File: src/gbdt_pkg.sv
package gbdt_pkg;

    localparam int VTX_W = 3;
    localparam int LBL_W = 8;
    localparam int CNT_W = 4;

    localparam logic [1:0] CMD_EDGE = 2'd0;
    localparam logic [1:0] CMD_BFS  = 2'd1;
    localparam logic [1:0] CMD_DFS  = 2'd2;
    localparam logic [1:0] CMD_RSV  = 2'd3;

    typedef enum logic [3:0] {
        S_IDLE,
        S_SCAN,
        S_LINK,
        S_LINKCHK,
        S_WR1,
        S_WR2,
        S_NF,
        S_BPOP,
        S_BNB,
        S_BCHK,
        S_DTOP,
        S_DCHK,
        S_FLUSH
    } state_t;

    // Request from the sequencer to the adjacency store.
    typedef struct packed {
        logic             wr_en;
        logic [VTX_W-1:0] wr_vtx;
        logic [VTX_W-1:0] wr_nbr;
        logic             rd_en;
        logic [VTX_W-1:0] rd_vtx;
        logic [VTX_W-1:0] rd_pos;
    } adj_req_t;

endpackage

File: src/gbdt_adj.sv
module gbdt_adj #(
    parameter int NUM_VERTICES = 8
) (
    input  logic                   clk,
    input  logic                   rst_n,
    input  gbdt_pkg::adj_req_t     req,
    output logic [gbdt_pkg::VTX_W-1:0] rd_data,
    output logic [gbdt_pkg::VTX_W-1:0] degree [NUM_VERTICES]
);
    import gbdt_pkg::*;

    localparam int DEPTH = NUM_VERTICES * 8;
    localparam int AW    = $clog2(DEPTH);

    logic [VTX_W-1:0] mem [DEPTH];
    logic [VTX_W-1:0] degree_reg [NUM_VERTICES];
    logic [AW-1:0]    waddr;
    logic [AW-1:0]    raddr;

    // A write appends the neighbour at the end of the vertex's list.
    assign waddr = AW'({req.wr_vtx, degree_reg[req.wr_vtx]});
    assign raddr = AW'({req.rd_vtx, req.rd_pos});

    always_ff @(posedge clk)
    begin
        if (req.wr_en)
        begin
            mem[waddr] <= req.wr_nbr;
        end
        if (req.rd_en)
        begin
            rd_data <= mem[raddr];
        end
    end

    // Degree counts grow by one on every append.
    always_ff @(posedge clk or negedge rst_n)
    begin
        if (!rst_n)
        begin
            for (int i = 0; i < NUM_VERTICES; i++)
            begin
                degree_reg[i] <= '0;
            end
        end
        else if (req.wr_en)
        begin
            degree_reg[req.wr_vtx] <= degree_reg[req.wr_vtx] + VTX_W'(1);
        end
    end

    assign degree = degree_reg;

endmodule

File: src/graph_bfs_dfs_traversal.sv
// Undirected graph of NUM_VERTICES labelled vertices with breadth-first and
// depth-first walks. An add-edge word matches both labels one vertex at a
// time, reads each existing neighbour of the first vertex for the repeat
// check, and then appends to both lists. A walk word matches the start label
// the same way, then reads adjacency entries from the neighbour memory
// between queue or stack pops, and waits while the output side stalls.
// Results of a walk leave one word per visited vertex, the final one with
// last set; an unknown start label gives one word with status set. The block
// takes no new word until the walk or edge update is done; the last result
// may still wait in the output register while the next word is accepted.
module graph_bfs_dfs_traversal #(
    parameter int NUM_VERTICES = 8
) (
    input  logic                          clk,
    input  logic                          rst_n,
    input  logic                          cfg_we,
    input  logic [63:0]                   cfg_wdata,
    input  logic                          in_valid,
    output logic                          in_ready,
    input  logic [1:0]                    cmd,
    input  logic [gbdt_pkg::LBL_W-1:0]    label_a,
    input  logic [gbdt_pkg::LBL_W-1:0]    label_b,
    output logic                          out_valid,
    input  logic                          out_ready,
    output logic                          status,
    output logic [gbdt_pkg::VTX_W-1:0]    vertex_index,
    output logic [gbdt_pkg::LBL_W-1:0]    vertex_label,
    output logic                          last
);
    import gbdt_pkg::*;

    localparam logic [VTX_W-1:0] LAST_V = VTX_W'(NUM_VERTICES - 1);
    localparam logic [CNT_W-1:0] FULL   = CNT_W'(8);

    state_t            state_reg, state_next;
    logic [63:0]       labels_reg;
    logic [1:0]        cmd_reg, cmd_next;
    logic [LBL_W-1:0]  la_reg, la_next, lb_reg, lb_next;
    logic [VTX_W-1:0]  sc_reg, sc_next;
    logic              fa_reg, fa_next, fb_reg, fb_next;
    logic [VTX_W-1:0]  ia_reg, ia_next, ib_reg, ib_next;
    logic [VTX_W-1:0]  k_reg, k_next;
    logic [VTX_W-1:0]  v_reg, v_next;
    logic [CNT_W-1:0]  head_reg, head_next, tail_reg, tail_next;
    logic [CNT_W-1:0]  n_reg, n_next;
    logic [NUM_VERTICES-1:0] vis_reg, vis_next;
    logic [VTX_W-1:0]  front_reg [8];
    logic [VTX_W-1:0]  front_next [8];
    logic [VTX_W-1:0]  pos_reg [8];
    logic [VTX_W-1:0]  pos_next [8];
    logic              pend_reg, pend_next;
    logic [VTX_W-1:0]  pend_idx_reg, pend_idx_next;
    logic              out_valid_reg, out_valid_next;
    logic              out_status_reg, out_status_next;
    logic [VTX_W-1:0]  out_idx_reg, out_idx_next;
    logic [LBL_W-1:0]  out_lbl_reg, out_lbl_next;
    logic              out_last_reg, out_last_next;

    adj_req_t          req;
    logic [VTX_W-1:0]  rd_data;
    logic [VTX_W-1:0]  degree [NUM_VERTICES];
    logic              out_free;
    logic [LBL_W-1:0]  scan_lbl;
    logic [VTX_W-1:0]  top_idx;
    logic [VTX_W-1:0]  top_v, top_p;

    gbdt_adj #(.NUM_VERTICES(NUM_VERTICES)) u_adj (
        .clk     (clk),
        .rst_n   (rst_n),
        .req     (req),
        .rd_data (rd_data),
        .degree  (degree)
    );

    function automatic logic [LBL_W-1:0] label_of(input logic [63:0] lbls,
                                                 input logic [VTX_W-1:0] v);
        return lbls[{v, 3'b000} +: LBL_W];
    endfunction

    assign in_ready     = (state_reg == S_IDLE);
    assign out_valid    = out_valid_reg;
    assign status       = out_status_reg;
    assign vertex_index = out_idx_reg;
    assign vertex_label = out_lbl_reg;
    assign last         = out_last_reg;
    assign out_free     = !out_valid_reg || out_ready;
    assign scan_lbl     = label_of(labels_reg, sc_reg);
    assign top_idx      = VTX_W'(tail_reg - CNT_W'(1));
    assign top_v        = front_reg[top_idx];
    assign top_p        = pos_reg[top_idx];

    // Sequencer: next state and all register updates but the label table.
    always_comb
    begin
        state_next      = state_reg;
        cmd_next        = cmd_reg;
        la_next         = la_reg;
        lb_next         = lb_reg;
        sc_next         = sc_reg;
        fa_next         = fa_reg;
        fb_next         = fb_reg;
        ia_next         = ia_reg;
        ib_next         = ib_reg;
        k_next          = k_reg;
        v_next          = v_reg;
        head_next       = head_reg;
        tail_next       = tail_reg;
        n_next          = n_reg;
        vis_next        = vis_reg;
        front_next      = front_reg;
        pos_next        = pos_reg;
        pend_next       = pend_reg;
        pend_idx_next   = pend_idx_reg;
        out_valid_next  = out_valid_reg && !out_ready;
        out_status_next = out_status_reg;
        out_idx_next    = out_idx_reg;
        out_lbl_next    = out_lbl_reg;
        out_last_next   = out_last_reg;
        req             = '0;

        case (state_reg)
            S_IDLE:
            begin
                if (in_valid && cmd != CMD_RSV)
                begin
                    cmd_next   = cmd;
                    la_next    = label_a;
                    lb_next    = label_b;
                    sc_next    = '0;
                    fa_next    = 1'b0;
                    fb_next    = 1'b0;
                    state_next = S_SCAN;
                    if (cmd != CMD_EDGE)
                    begin
                        vis_next = '0;
                        n_next   = '0;
                    end
                end
            end

            // One vertex label compared per cycle; the first match wins.
            S_SCAN:
            begin
                if (!fa_reg && scan_lbl == la_reg)
                begin
                    fa_next = 1'b1;
                    ia_next = sc_reg;
                end
                if (!fb_reg && scan_lbl == lb_reg)
                begin
                    fb_next = 1'b1;
                    ib_next = sc_reg;
                end
                sc_next = sc_reg + VTX_W'(1);
                if (sc_reg == LAST_V)
                begin
                    k_next = '0;
                    if (cmd_reg == CMD_EDGE)
                    begin
                        if (la_reg == lb_reg || !fa_next || !fb_next)
                        begin
                            state_next = S_IDLE;
                        end
                        else
                        begin
                            state_next = S_LINK;
                        end
                    end
                    else if (!fa_next)
                    begin
                        state_next = S_NF;
                    end
                    else
                    begin
                        pend_next      = 1'b1;
                        pend_idx_next  = ia_next;
                        vis_next[ia_next] = 1'b1;
                        n_next         = CNT_W'(1);
                        front_next[0]  = ia_next;
                        pos_next[0]    = '0;
                        head_next      = '0;
                        tail_next      = CNT_W'(1);
                        state_next     = (cmd_reg == CMD_BFS) ? S_BPOP : S_DTOP;
                    end
                end
            end

            // Walk the first vertex's list looking for the other vertex.
            S_LINK:
            begin
                if (k_reg < degree[ia_reg])
                begin
                    req.rd_en  = 1'b1;
                    req.rd_vtx = ia_reg;
                    req.rd_pos = k_reg;
                    state_next = S_LINKCHK;
                end
                else if (degree[ia_reg] == 3'd7 || degree[ib_reg] == 3'd7)
                begin
                    state_next = S_IDLE;
                end
                else
                begin
                    state_next = S_WR1;
                end
            end

            S_LINKCHK:
            begin
                k_next     = k_reg + VTX_W'(1);
                state_next = (rd_data == ib_reg) ? S_IDLE : S_LINK;
            end

            S_WR1:
            begin
                req.wr_en  = 1'b1;
                req.wr_vtx = ia_reg;
                req.wr_nbr = ib_reg;
                state_next = S_WR2;
            end

            S_WR2:
            begin
                req.wr_en  = 1'b1;
                req.wr_vtx = ib_reg;
                req.wr_nbr = ia_reg;
                state_next = S_IDLE;
            end

            S_NF:
            begin
                if (out_free)
                begin
                    out_valid_next  = 1'b1;
                    out_status_next = 1'b1;
                    out_idx_next    = '0;
                    out_lbl_next    = '0;
                    out_last_next   = 1'b1;
                    state_next      = S_IDLE;
                end
            end

            // Breadth-first: pop the queue head.
            S_BPOP:
            begin
                if (head_reg < tail_reg)
                begin
                    v_next     = front_reg[head_reg[VTX_W-1:0]];
                    head_next  = head_reg + CNT_W'(1);
                    k_next     = '0;
                    state_next = S_BNB;
                end
                else
                begin
                    state_next = S_FLUSH;
                end
            end

            S_BNB:
            begin
                if (k_reg < degree[v_reg])
                begin
                    req.rd_en  = 1'b1;
                    req.rd_vtx = v_reg;
                    req.rd_pos = k_reg;
                    state_next = S_BCHK;
                end
                else
                begin
                    state_next = S_BPOP;
                end
            end

            // A new vertex pushes the held result out and takes its place.
            S_BCHK:
            begin
                if (!vis_reg[rd_data] && tail_reg < FULL && n_reg < FULL)
                begin
                    if (out_free)
                    begin
                        out_valid_next  = 1'b1;
                        out_status_next = 1'b0;
                        out_idx_next    = pend_idx_reg;
                        out_lbl_next    = label_of(labels_reg, pend_idx_reg);
                        out_last_next   = 1'b0;
                        pend_idx_next   = rd_data;
                        vis_next[rd_data] = 1'b1;
                        n_next          = n_reg + CNT_W'(1);
                        front_next[tail_reg[VTX_W-1:0]] = rd_data;
                        tail_next       = tail_reg + CNT_W'(1);
                        k_next          = k_reg + VTX_W'(1);
                        state_next      = S_BNB;
                    end
                end
                else
                begin
                    k_next     = k_reg + VTX_W'(1);
                    state_next = S_BNB;
                end
            end

            // Depth-first: tail counts the stack depth.
            S_DTOP:
            begin
                if (tail_reg == '0)
                begin
                    state_next = S_FLUSH;
                end
                else if (top_p < degree[top_v])
                begin
                    req.rd_en         = 1'b1;
                    req.rd_vtx        = top_v;
                    req.rd_pos        = top_p;
                    pos_next[top_idx] = top_p + VTX_W'(1);
                    state_next        = S_DCHK;
                end
                else
                begin
                    tail_next = tail_reg - CNT_W'(1);
                end
            end

            S_DCHK:
            begin
                if (!vis_reg[rd_data] && tail_reg < FULL && n_reg < FULL)
                begin
                    if (out_free)
                    begin
                        out_valid_next  = 1'b1;
                        out_status_next = 1'b0;
                        out_idx_next    = pend_idx_reg;
                        out_lbl_next    = label_of(labels_reg, pend_idx_reg);
                        out_last_next   = 1'b0;
                        pend_idx_next   = rd_data;
                        vis_next[rd_data] = 1'b1;
                        n_next          = n_reg + CNT_W'(1);
                        front_next[tail_reg[VTX_W-1:0]] = rd_data;
                        pos_next[tail_reg[VTX_W-1:0]]   = '0;
                        tail_next       = tail_reg + CNT_W'(1);
                        state_next      = S_DTOP;
                    end
                end
                else
                begin
                    state_next = S_DTOP;
                end
            end

            // The held result is the final one of the walk.
            S_FLUSH:
            begin
                if (out_free)
                begin
                    out_valid_next  = 1'b1;
                    out_status_next = 1'b0;
                    out_idx_next    = pend_idx_reg;
                    out_lbl_next    = label_of(labels_reg, pend_idx_reg);
                    out_last_next   = 1'b1;
                    pend_next       = 1'b0;
                    state_next      = S_IDLE;
                end
            end

            default:
            begin
                state_next = S_IDLE;
            end
        endcase
    end

    // Control state.
    always_ff @(posedge clk or negedge rst_n)
    begin
        if (!rst_n)
        begin
            state_reg     <= S_IDLE;
            labels_reg    <= '0;
            vis_reg       <= '0;
            pend_reg      <= 1'b0;
            out_valid_reg <= 1'b0;
            n_reg         <= '0;
            tail_reg      <= '0;
            head_reg      <= '0;
        end
        else
        begin
            state_reg     <= state_next;
            vis_reg       <= vis_next;
            pend_reg      <= pend_next;
            out_valid_reg <= out_valid_next;
            n_reg         <= n_next;
            tail_reg      <= tail_next;
            head_reg      <= head_next;
            if (cfg_we)
            begin
                labels_reg <= cfg_wdata;
            end
        end
    end

    // Payload and working registers.
    always_ff @(posedge clk)
    begin
        cmd_reg        <= cmd_next;
        la_reg         <= la_next;
        lb_reg         <= lb_next;
        sc_reg         <= sc_next;
        fa_reg         <= fa_next;
        fb_reg         <= fb_next;
        ia_reg         <= ia_next;
        ib_reg         <= ib_next;
        k_reg          <= k_next;
        v_reg          <= v_next;
        front_reg      <= front_next;
        pos_reg        <= pos_next;
        pend_idx_reg   <= pend_idx_next;
        out_status_reg <= out_status_next;
        out_idx_reg    <= out_idx_next;
        out_lbl_reg    <= out_lbl_next;
        out_last_reg   <= out_last_next;
    end

    // No result is held back while the block waits for a new word.
    a_idle_no_pend: assert property (@(posedge clk) disable iff (!rst_n)
        in_ready |-> !pend_reg)
        else $error("held result while idle");

    // Queue tail and stack depth never pass eight entries.
    a_depth: assert property (@(posedge clk) disable iff (!rst_n)
        tail_reg <= FULL)
        else $error("frontier overflow");

    // Every visited vertex has been counted as a result.
    a_vis_count: assert property (@(posedge clk) disable iff (!rst_n)
        (state_reg == S_BPOP || state_reg == S_BNB || state_reg == S_BCHK ||
         state_reg == S_DTOP || state_reg == S_DCHK)
        |-> ($countones(vis_reg) == 32'(n_reg)))
        else $error("visit flags and result count disagree");

    // A not-found word is always the final word.
    a_nf_last: assert property (@(posedge clk) disable iff (!rst_n)
        (out_valid_reg && out_status_reg) |-> out_last_reg)
        else $error("not-found word without last");

endmodule

File: config.mk
export PLATFORM = sky130hd
export DESIGN_NAME = graph_bfs_dfs_traversal
export DESIGN_NICKNAME = d
export VERILOG_FILES = /design/src/gbdt_pkg.sv /design/src/gbdt_adj.sv /design/src/graph_bfs_dfs_traversal.sv
export SDC_FILE = /design/constraint.sdc
export NUM_CORES = 1
export LEC_CHECK = 0
export BUFFER_PORTS_ARGS = -buffer_cell sky130_fd_sc_hd__buf_2
export CORE_MARGIN = 1
export CORE_UTILIZATION = 55
export CTS_CLUSTER_DIAMETER = 60
export DETAILED_ROUTE_END_ITERATION = 8
export PLACE_DENSITY = 0.79
export SLEW_MARGIN = 20
export SYNTH_ARGS = -nofsm -noshare
export SYNTH_HDL_FRONTEND = slang
export SYNTH_SLANG_ARGS = --single-unit
File: constraint.sdc
create_clock -name clk -period 12 [get_ports clk]
set_clock_uncertainty 0.05 [all_clocks]
set_input_delay 1.2 -clock clk [delete_from_list [all_inputs] [get_ports clk]]
set_output_delay 1.2 -clock clk [all_outputs]
set_load 0.005 [all_outputs]
======== Word level (Yosys, flattened, before mapping) ========
Memories as Yosys holds them, arrays and structs flattened. A register that Yosys moved wholly into a read port is not among the register bits.
Index checks and enable logic that the tools add are counted.
storage, ports and cells
  register bits after elaboration ......... 212
  memory bits (writable) .................. 192
  input port bits ......................... 87
  output and inout port bits .............. 15
  word-level logic and storage cells ...... 326
  memories kept ........................... 1
cells by class
  $add $sub $neg .......................... 8
  magnitude comparators ................... 21
  equality and inequality tests ........... 39
  shifts and indexed selects .............. 2
  mux-type cells .......................... 144
  bitwise operators ....................... 12
  reduce and logical (&&, ||, !) cells .... 53
memories
  name       depth  width  read ports  clocked after memory_dff  write ports  RTL line        text
  u_adj.mem  64     3      1           1                         1            gbdt_adj.sv:15  logic [VTX_W-1:0] mem [DEPTH];
operators with widths
  kind                  number
  $mux W24              6
  $shiftx A64 B7 Y8     2
  $mux W3               39
  $mux W4               29
  $mux W8               10
  $bmux W3 S3           8
  $bwmux W24            3
  $pmux W8 S3           2
  $pmux W4 S11          1
  $pmux W21 S2          1
  $ge A4 B4 Y1 const B  8
  $not A3 Y4            8
  $mux W7               4
  $demux W3 S3          3
  $and A24 B24 Y24      1
  $eq A8 B8 Y1          3
  $not A24 Y24          1
  $pmux W4 S3           2
  $reduce_and A8 Y1     3
  $ne A2 B2 Y1 const B  11
  $pmux W7 S3           1
  $eq A4 B4 Y1 const B  5
  $pmux W3 S2           3
  $pmux W3 S3           2
  41 further kinds      123

======== Longest topological paths before layout ========
Gate-level depths: netlist of run 1.
  word-level depth ........................ 14
  gate-level depth with buffers ........... 27
  mapped depth without buffers ............ 20

======== Hierarchy ========
Synthesis of run 1 repeated with hierarchy kept, for this count alone.
second synthesis, totals
  cell total of the unflattened synthesis .. 1512
  area, all modules ....................... 20400.8 um2
modules (own cells, without submodules)
  module                   instances  cells an instance  area an instance (um2)  seq. area each (um2)
  graph_bfs_dfs_traversal  1          996                11357.1                 5200.0
  gbdt_adj                 1          516                9043.7                  6456.2

======== Worst setup path after synthesis of run 1 ========
No wires, ideal clock.
  kind .................................... register to register
  from .................................... register tail_reg[1]
  to ...................................... register u_adj.rd_data[0] in the netlist's numbering (read register of u_adj.mem) (data pin)
  library setup time ...................... 263 ps
  data arrival time ....................... 5131 ps
  required time ........................... 11687 ps
  slack ................................... 6556 ps
  cell stages (with the launch flop) ...... 22
  buffers on the path ..................... 4
  period minus slack after synthesis ...... 5444 ps
  path through ............................ dfrtp_1 -> clkbuf_1 -> inv_1 -> ha_1 -> clkbuf_1 -> mux4_2 -> mux2i_1 -> buf_6 -> mux4_2 -> o21ai_0 -> ha_1 -> a21oi_1 -> nand3b_1 -> o31a_1 -> and4_1 -> nor2_4 -> buf_4 -> mux2_1 -> a2111oi_0 -> o21ai_1 -> a21oi_1 -> nor4_1
on the way
  word-level cells in the longest chain between the ends .. 13
  elaborated cells between the ends (all ways) .. 17
  those cells by class .................... add/sub (1); order compare (1); mux (12); bitwise (2); reduce/logical (1)
ends and longest elaborated chain
  element                                      RTL line                                                      text
  start: declaration                           graph_bfs_dfs_traversal.sv:44                                 logic [CNT_W-1:0] head_reg, head_next, tail_reg, tail_next;
  start signal: assignment                     graph_bfs_dfs_traversal.sv:392                                tail_reg <= tail_next;
  $sub A4 B1 Y4                                -
  $not A3 Y4 (not written as such)             graph_bfs_dfs_traversal.sv:89, graph_bfs_dfs_traversal.sv:90
  $bmux W3 S3                                  graph_bfs_dfs_traversal.sv:89                                 assign top_v = front_reg[top_idx];
  $mux W3 (not written as such) (2 in series)  graph_bfs_dfs_traversal.sv:89
  $not A3 Y4 (not written as such)             graph_bfs_dfs_traversal.sv:309                                else if (top_p < degree[top_v])
  $bmux W3 S3                                  graph_bfs_dfs_traversal.sv:309
  $mux W3 (not written as such) (2 in series)  graph_bfs_dfs_traversal.sv:309
  $lt A3 B3 Y1                                 graph_bfs_dfs_traversal.sv:309
  $mux W7                                      graph_bfs_dfs_traversal.sv:309
  $mux W7 (*)                                  graph_bfs_dfs_traversal.sv:305                                if (tail_reg == '0)
  $pmux W7 S3 (*)                              graph_bfs_dfs_traversal.sv:121                                case (state_reg)
  end: declaration                             gbdt_adj.sv:7                                                 output logic [gbdt_pkg::VTX_W-1:0] rd_data,
Mark *: on every way between the ends. The rest lies on a longest branch, timed or not. The select of a mux whose other input is x is not followed.
A chain may end at the register's enable or synchronous reset.

======== Worst setup path in the final report of run 1 ========
  from .................................... register tail_reg[0]
  to ...................................... register u_adj.rd_data[0] in the netlist's numbering (read register of u_adj.mem) (data pin)
Same word-level chain as after synthesis.

==> results.toml, run 1 <==
[setup_path]
start_kind = "register"
crit_type = "register to register"
cp_data_arrival_time_ps = 7200
cp-end-kind = "register"
cp.required_ps = 12240
crit_fanout = 49

[sta]
drv_slew = 0
period_share_pct = 58.0
rsz0062_at_grt = "false"
finalSetupViolCount = 0
fmax_mhz = 144
period_minus_slack_ps = 6970
slew_headroom_pct = 32.5
hold_viol_final = 0
worst_pin_slew_ps = 1010
final.setup.tns_ps = 0

[floorplan]
start_util_pct = 55.8
num_io_pins = 102
die-area_um2 = 37900
die_h_um = 195
core_area_um2 = 36600
rows = 70
die_w_um = 195

[clock_tree]
cts_buffers = 42
h-tree-depth = 2
cts_num_sinks = 407
path_clk_slew_ps = 60
postCtsSetupRepairBufs = 0
ctsHoldBuffers = 0
cts_tree = "built"
clk_path_buf_depth = 3
cts_root_buf = "clkbuf_16"
cts_resized = 0
clock_latency_ps = 560

[synth]
synth_top_family_by_area = "multiplexers"
synth-seq-area-share_pct = 57.1
muxShareOfSynthArea_pct = 15.9
syn_avg_cell_area_um2 = 12.2
synth_area_um2 = 20400
ys_types = 82
ys.flop_type = "edfxtp_1"
synthSimpleGateAreaFrac_pct = 13.1
ys_ff_latch = 407
synthArstFlopShare_pct = 27.8
synth_top_area_cell = "edfxtp_1"
synth.most_common_cell = "edfxtp_1"
synth_fa_ha_area_share_pct = 1.10
syn-instance-count = 1669
synth-compound-area-share_pct = 8.59
yosysWarnings = 0
yosys.area.top_type_share_pct = 43.2
synth_common_cells = "edfxtp_1 (294), nand2_1 (208), nor2_1 (141)"
synth-edff-count = 294
syn-num-nets = 1774
synth_top_cells_by_area = "edfxtp_1 (43%), dfrtp_1 (14%), mux4_2 (5.8%), mux2_2 (5.7%), mux2i_1 (3.9%)"
synth_xor_xnor_area_share_pct = 1.45

[routing]
drc = 0
firstDrtPassIters = 6
via_per_inst = 6.53
vias = 14600
wirelength_mm = 51.1
drt_iter0_markers = 1646
antenna_left = 0
wl_per_cell_um = 22.9

[cells_and_area]
area_growth_pct = 10.4
drive_gt1_share_pct = 21.6
utilization_pct = 61.6
largest_reg_flops = 192
fin_nets = 1836
diodes = 0

[pwr]
p_switching_w = 0.00207
p_comb_share_pct = 40.0
clock_power_share_pct = 23.4
power.density_nw_per_um2 = 234
switching_share_pct = 39.2
p_leak_nw = 8.34
seq_power_share_pct = 36.7
max-vdd-ir-drop_uv = 172
internal-power_w = 0.00320

[global_routing]
overflow = 0
grt_max_degree = 75
grt_pass1_wl_mm = 80.5
grt_pass1_vias = 14300
track_usage_pct = 27.2
antenna_found_initial = 2

[placement]
dpl.hpwl_mm = 33.9
place.gp.congestion = 0.936
port_buffers = 101

[run]
cap_violations = 0

[outcome]
status = "complete, no violations"

[worst_hold_path]
hp-class = "register to register"
==> cell usage in the layout, fill, tap and decap left out, types with 8 or more instances in the layout <==
| cell | netlist | final |
|---|---|---|
| a211oi_1 | 15 | 15 |
| a21oi_1 | 65 | 65 |
| a22o_1 | 14 | 14 |
| and2_1 | 12 | 12 |
| and3_1 | 12 | 12 |
| buf_2 | 19 | 100 |
| buf_4 | 4 | 28 |
| clkbuf_1 | 70 | 11 |
| clkbuf_16 | 0 | 42 |
| clkinv_2 | 0 | 12 |
| dfrtp_1 | 113 | 113 |
| edfxtp_1 | 294 | 294 |
| ha_1 | 18 | 18 |
| inv_1 | 15 | 15 |
| mux2_1 | 8 | 8 |
| mux2_2 | 103 | 103 |
| mux2i_1 | 79 | 79 |
| mux4_2 | 53 | 53 |
| nand2_1 | 208 | 208 |
| nand2b_1 | 16 | 16 |
| nand3_1 | 68 | 68 |
| nand3b_1 | 11 | 11 |
| nand4_1 | 13 | 13 |
| nor2_1 | 141 | 135 |
| nor2b_1 | 17 | 17 |
| nor3_1 | 25 | 25 |
| nor4_1 | 14 | 14 |
| o21ai_0 | 59 | 58 |
| o22ai_1 | 15 | 15 |
| or2_2 | 11 | 11 |
| or3_1 | 8 | 8 |
| xnor2_1 | 17 | 17 |
| xor2_1 | 15 | 15 |
==> worst max-delay path, stage by stage (launching register included) <==
cell and delay, ps:
dfrtp_1 320, buf_4 360, inv_4 110, ha_1 980, nor2b_1 560, a221oi_1 230
o22ai_2 400, mux4_2 380, o21ai_0 190, ha_1 270, a21oi_1 240, nand3b_1 130
o31a_1 360, and4_1 270, nor2_4 80, buf_4 520, mux2_1 370, a2111oi_0 440
o21ai_1 150, o22ai_1 170, nor4_1 70
==> worst paths after layout <==
path,startpoint,to,slack [ps],cells after the start
hold reg to reg,n_reg[2]$_DFFE_PN0P_,n_reg[2]$_DFFE_PN0P_,440,2
setup / recovery,tail_reg[0]$_DFFE_PN0P_,u_adj.rd_data[0]$_DFFE_PP_,5030,20
min in group asynchronous,rst_n,labels_reg[2]$_DFFE_PN0P_,670,1
hold / removal,n_reg[2]$_DFFE_PN0P_,n_reg[2]$_DFFE_PN0P_,440,2
setup reg to reg,tail_reg[0]$_DFFE_PN0P_,u_adj.rd_data[0]$_DFFE_PP_,5030,20
max in group asynchronous,rst_n,labels_reg[30]$_DFFE_PN0P_,9940,2
==> kinds of logic after synthesis <==
family          Yosys count
simple gates            579
flops                   407
compound gates          261
mux                     244
buf+inv                 127
xor+xnor                 33
fa+ha+maj                18
==> layer usage <==
metal  global-route usage [%]  routed length [um]  vias up
met1                     36.5               19900     7156
li1                         -                   -     6408
met3                     6.23                5250      120
met5                        0                  27        -
met4                     9.02                1490        4
met2                     43.8               24400      872
==> final cells by class <==
type | instances | area [um^2]
fill | 2737 | 14100
sequential | 407 | 11700
multi-input combinational | 1135 | 8260
clock buffer | 55 | 1120
timing repair buffer | 128 | 711
tap | 468 | 586
clock inverter | 21 | 163
inverter | 17 | 66.3
==> through the flow <==
step	power (W)	hold WS [ps]	instance area [um^2]	worst slack (ps)	instances
2_1_floorplan	0.00345	399	20400	6560	1669
3_3_place_gp	0.00396	418	21300	5490	2155
3_5_place_dp	0.00402	433	21300	5210	2155
4_1_cts	0.00525	446	22600	5170	2231
5_1_grt	0.00552	472	22600	4530	2231
6_report	0.00527	436	22600	5030	2231
==> power groups by stage <==
stage          registers [W]  clock network [W]  logic (W)
2_1_floorplan        0.00183                  0    0.00161
3_3_place_gp         0.00194                  0    0.00201
3_5_place_dp         0.00195                  0    0.00207
4_1_cts              0.00192            0.00125    0.00208
5_1_grt              0.00195            0.00130    0.00227
6_report             0.00193            0.00123    0.00210
No activity file was read; power rests on OpenSTA's default activity.
==> inputs of run 2 (changes only) <==
--- a/config.mk
+++ b/config.mk
@@ -5,6 +5,7 @@
 export SDC_FILE = /design/constraint.sdc
 export NUM_CORES = 1
 export LEC_CHECK = 0
+export ABC_AREA = 1
 export BUFFER_PORTS_ARGS = -buffer_cell sky130_fd_sc_hd__buf_2
 export CORE_MARGIN = 1
 export CORE_UTILIZATION = 55
==> constraint.sdc (replaced) <==
create_clock -name clk -period 7.3 [get_ports clk]
set_clock_uncertainty 0.05 [all_clocks]
set_input_delay 0.73 -clock clk [delete_from_list [all_inputs] [get_ports clk]]
set_output_delay 0.73 -clock clk [all_outputs]
set_load 0.005 [all_outputs]
==> results.toml, run 2 <==
[outcome]
status = "complete, no violations"

[synth]
ys_types = 56
synth_common_cells = "nand2_1 (397), inv_1 (304), edfxtp_1 (294)"
yosysWarnings = 0
synth-seq-area-share_pct = 55.2
yosys.area.top_type_share_pct = 41.8
synth-edff-count = 294
syn-instance-count = 2341
synth_top_area_cell = "edfxtp_1"
ys_ff_latch = 407
syn_avg_cell_area_um2 = 9.02
synth_area_um2 = 21100
syn-num-nets = 2446
synth_top_cells_by_area = "edfxtp_1 (42%), dfrtp_1 (13%), nand2_1 (7.1%), nand3_1 (6.2%), o21ai_0 (5.7%)"
synthArstFlopShare_pct = 27.8
synth.most_common_cell = "nand2_1"
ys.flop_type = "edfxtp_1"

[sta]
hold_viol_final = 0
period_share_pct = 77.2
holdWs_ps = 57.1
finalSetupViolCount = 0
drv_slew = 0
slew_headroom_pct = 36.7
fmax_mhz = 177
rsz0062_at_grt = "false"
final.setup.tns_ps = 0
period_minus_slack_ps = 5630
worst_pin_slew_ps = 945

[routing]
drc = 0
antenna_left = 0
wirelength_mm = 58.3
firstDrtPassIters = 6
via_per_inst = 5.98
wl_per_cell_um = 19.8
vias = 17600
drt_iter0_markers = 2183

[pwr]
p_leak_nw = 9.60
max-vdd-ir-drop_uv = 265
power.density_nw_per_um2 = 394

[cells_and_area]
fin_cells = 2946
fin_nets = 2505
largest_reg_flops = 192
nFillCells = 3127
utilization_pct = 61.9
mostFrequentLayoutCells = "nand2_1 (397), inv_1 (304), edfxtp_1 (294), nand3_1 (260), o21ai_0 (241)"
mostFrequentLayoutCell = "nand2_1"
drive_gt1_share_pct = 10.6
area_growth_pct = 10.6
design_area_um2 = 23400
diodes = 0

[worst_hold_path]
hp-class = "input pin to async pin"

[floorplan]
num_io_pins = 102
die_w_um = 198
core_area_um2 = 37800
rows = 71
die_h_um = 198
die-area_um2 = 39200
start_util_pct = 55.9

[global_routing]
grt_pass1_vias = 16700
antenna_found_initial = 0
track_usage_pct = 30.3
grt_pass1_wl_mm = 91.7
overflow = 0
grt_max_degree = 105

[setup_path]
cp.required_ps = 7580
start_kind = "register"
cp_data_arrival_time_ps = 5920
cp-end-kind = "register"
crit_fanout = 49
crit_type = "register to register"
r2r_setup_slack_ps = 1670

[clock_tree]
ctsHoldBuffers = 0
cts_root_buf = "clkbuf_16"
cts_tree = "built"
cts_num_sinks = 407
h-tree-depth = 2
clk_path_buf_depth = 3
cts_resized = 0
postCtsSetupRepairBufs = 0
path_clk_slew_ps = 60
cts_buffers = 44
clock_latency_ps = 570

[placement]
place.gp.congestion = 0.957
dpl.hpwl_mm = 39.5
post-place-cells = 2865
postPlaceCellArea_um2 = 21900
port_buffers = 101

[run]
cap_violations = 0
-- run 2: changes by cell type after synthesis, sizes merged, moves of 18 or more --
cell / before / now
clkbuf: 70 / 51
nor2: 144 / 197
nand2: 208 / 409
mux2: 111 / 25
mux4: 53 / 0
a21oi: 65 / 145
nand3: 68 / 262
buf: 40 / 58
nand3b: 11 / 52
inv: 16 / 313
mux2i: 80 / 0
o21ai: 63 / 254
-- run 2: power by group --
group / leakage [nW] / internal [W] / switching (W)
logic: 4.75 / 0.00105 / 0.00280
registers: 4.13 / 0.00285 / 0.000242
clock network: 0.718 / 0.00134 / 0.000936
-- run 2: final cells by class --
cell class / count / area [um^2] / area share (%)
Sequential cell: 407 / 11700 / 49.9
Multi-Input combinational cell: 1509 / 7730 / 33.1
Tap cell: 511 / 639 / 2.74
Clock inverter: 20 / 196 / 0.841
Timing Repair Buffer: 122 / 669 / 2.87
Inverter: 316 / 1190 / 5.09
Clock buffer: 61 / 1280 / 5.47
-- run 2: cells by family after synthesis --
kind of cell             count (synthesis)  share of synthesized area [%]
flip-flops                             407                           55.2
adder cells (fa/ha/maj)                 18                           1.07
AO/OA/AOI/OAI                          488                           12.7
XOR/XNOR                                26                           1.08
AND/OR/NAND/NOR                        952                           20.3
multiplexers                            25                           1.33
buffers and inverters                  425                           8.37
-- run 2: worst paths after layout --
check,start,endpoint,depth (start not counted)
worst max register to register,tail_reg[0]$_DFFE_PN0P_,u_adj.rd_data[2]$_DFFE_PP_,25
min in group clk,label_a[2],la_reg[2]$_DFFE_PP_,1
worst min-delay path,rst_n,labels_reg[45]$_DFFE_PN0P_,1
max in group asynchronous,rst_n,labels_reg[38]$_DFFE_PN0P_,2
worst max-delay path,tail_reg[0]$_DFFE_PN0P_,u_adj.rd_data[2]$_DFFE_PP_,25
worst min register to register,vis_reg[6]$_DFFE_PN0P_,vis_reg[6]$_DFFE_PN0P_,2
-- run 2: routing by layer --
layer  wire length [um]  vias up  share of wire [%]  GRT usage [%]
met5                  0        -                  0              0
met4               2330        0                4.0           13.7
met3               5980      155                 10           4.84
met2              26800     1121                 46           47.3
met1              23100     8247                 40           41.9
li1                   -     8088                  -              -
-- run 2: metrics by stage --
stage	total power, W	worst slack (ps)
global placement	0.00676	2070
detailed placement	0.00685	1890
global route	0.00971	1250
finish	0.00921	1670
CTS	0.00913	1840
floorplan	0.00579	3140
-- run 2: critical path, stage by stage, from the launching register on --
cell	delay, ps
dfrtp_1	390
inv_2	310
ha_1	520
inv_1	360
o21ai_1	110
nand2_1	70
nand2_1	60
nand2_2	200
clkinv_2	170
o21ai_0	250
nor2_1	60
o22ai_1	180
ha_1	260
a21oi_1	370
nand4_1	150
nand2_1	90
buf_4	460
inv_2	490
nand3_1	220
nand3_1	110
nand3_1	120
nand2_1	60
nand2_1	90
nand2_1	70
nand2_1	60
nand2_1	50
==> inputs of run 3 (changes only) <==
==> constraint.sdc (replaced) <==
create_clock -name clk -period 5.9 [get_ports clk]
set_clock_uncertainty 0.05 [all_clocks]
set_input_delay 0.59 -clock clk [delete_from_list [all_inputs] [get_ports clk]]
set_output_delay 0.59 -clock clk [all_outputs]
set_load 0.005 [all_outputs]
==> results.toml, run 3 (synthesis results as in run 2) <==
[outcome]
status = "complete, no violations"

[setup_path]
start_kind = "register"
crit_top_cell = "nand2_1"
r2r_setup_slack_ps = 770
crit_fanout = 25
cp-end-kind = "register"
cp.required_ps = 6290
crit_type = "register to register"
crit_path_top_delay_cell = "inv_2"
critical_path.max_stage_delay_ps = 460
cp_data_arrival_time_ps = 5530
critPathBufInv = 4
critical_path.top_delay_family = "simple AND/OR/NAND/NOR gates"

[cells_and_area]
nFillCells = 3102
drive_gt1_share_pct = 10.5
area_growth_pct = 10.5
largest_reg_flops = 192
diodes = 0
design_area_um2 = 23300
mostFrequentLayoutCell = "nand2_1"
fin_nets = 2505
mostFrequentLayoutCells = "nand2_1 (397), inv_1 (304), edfxtp_1 (294), nand3_1 (260), o21ai_0 (241)"

[placement]
dpl.hpwl_mm = 39.0
place.gp.congestion = 0.943
postPlaceCellArea_um2 = 21900
port_buffers = 101

[sta]
drv_slew = 0
period_minus_slack_ps = 5130
slew_headroom_pct = 32.3
period_share_pct = 87.0
worst_pin_slew_ps = 1010
rsz0062_at_grt = "false"
finalSetupViolCount = 0
hold_viol_final = 0
final.setup.tns_ps = 0
fmax_mhz = 195

[floorplan]
die-area_um2 = 39200
num_io_pins = 102
core_area_um2 = 37800
die_w_um = 198
rows = 71
start_util_pct = 55.9
die_h_um = 198

[clock_tree]
cts_buffers = 43
cts_resized = 0
h-tree-depth = 2
ctsHoldBuffers = 0
postCtsSetupRepairBufs = 0
cts_root_buf = "clkbuf_16"
clk_path_buf_depth = 3
path_clk_slew_ps = 70
cts_num_sinks = 407
cts_tree = "built"
clock_latency_ps = 560

[routing]
wl_per_cell_um = 19.6
drt_iter0_markers = 2157
wirelength_mm = 57.6
vias = 17600
antenna_left = 0
via_per_inst = 5.96
drc = 0
firstDrtPassIters = 6

[worst_hold_path]
hp-class = "input pin to async pin"

[pwr]
p_leak_nw = 9.60
max-vdd-ir-drop_uv = 382
power.density_nw_per_um2 = 486

[global_routing]
grt_pass1_wl_mm = 91.3
grt_pass1_vias = 16800
antenna_found_initial = 0
track_usage_pct = 30.0
overflow = 0
grt_max_degree = 105

[run]
cap_violations = 0
run 3: final timing paths:
check / from / endpoint / depth (start not counted)
setup / recovery: tail_reg[0]$_DFFE_PN0P_ / u_adj.rd_data[2]$_DFFE_PP_ / 25
hold / removal: rst_n / labels_reg[48]$_DFFE_PN0P_ / 1
setup reg to reg: tail_reg[0]$_DFFE_PN0P_ / u_adj.rd_data[2]$_DFFE_PP_ / 25
hold reg to reg: vis_reg[7]$_DFFE_PN0P_ / vis_reg[7]$_DFFE_PN0P_ / 2
max in group asynchronous: rst_n / u_adj.degree[16]$_DFFE_PN0P_ / 2
min in group clk: label_b[2] / lb_reg[2]$_DFFE_PP_ / 1
run 3: metrics by stage:
| stage | util (%) | hold WS [ps] | power, W | instances | setup slack [ps] |
|---|---|---|---|---|---|
| finish | 61.8 | 28.6 | 0.0113 | 2944 | 767 |
| global route | 61.8 | 74.4 | 0.0120 | 2944 | 278 |
| CTS | 61.8 | 38.6 | 0.0113 | 2944 | 853 |
| detailed placement | 58.0 | 458 | 0.00850 | 2866 | 856 |
| global placement | 58.0 | 430 | 0.00838 | 2866 | 983 |
| floorplan | - | 244 | 0.00716 | 2341 | 1740 |
run 3: worst register-to-register path: cells and delay by family, from the launching register on:
kind | cells | cell delay [ps]
and+or+nand+nor | 14 | 1660
DFF | 1 | 390
AOI/OAI and AO/OA | 5 | 1170
buffers and inverters | 4 | 1180
adders and majority gates | 2 | 580
run 3: per-layer routing:
| layer | wire, um | GRT usage [%] | up-vias |
|---|---|---|---|
| met4 | 2020 | 11.7 | 0 |
| met2 | 26200 | 47.3 | 1065 |
| met3 | 5850 | 4.87 | 145 |
| met1 | 23600 | 41.7 | 8253 |
| met5 | 0 | 0 | - |
| li1 | - | - | 8089 |
run 3: power by group:
part           switching, W  internal [W]  total (W)
clock               0.00113       0.00163    0.00276
combinational       0.00344       0.00131    0.00475
sequential         0.000302       0.00353    0.00383
run 3: cell type report:
class                      instances  area, um^2  share of cell area, %
tap                              511         639                   2.74
clock inverter                    18         181                  0.777
inverter                         316        1190                   5.10
sequential                       407       11700                   49.9
multi-input combinational       1509        7740                   33.1
clock buffer                      60        1260                   5.41
timing repair buffer             123         673                   2.88
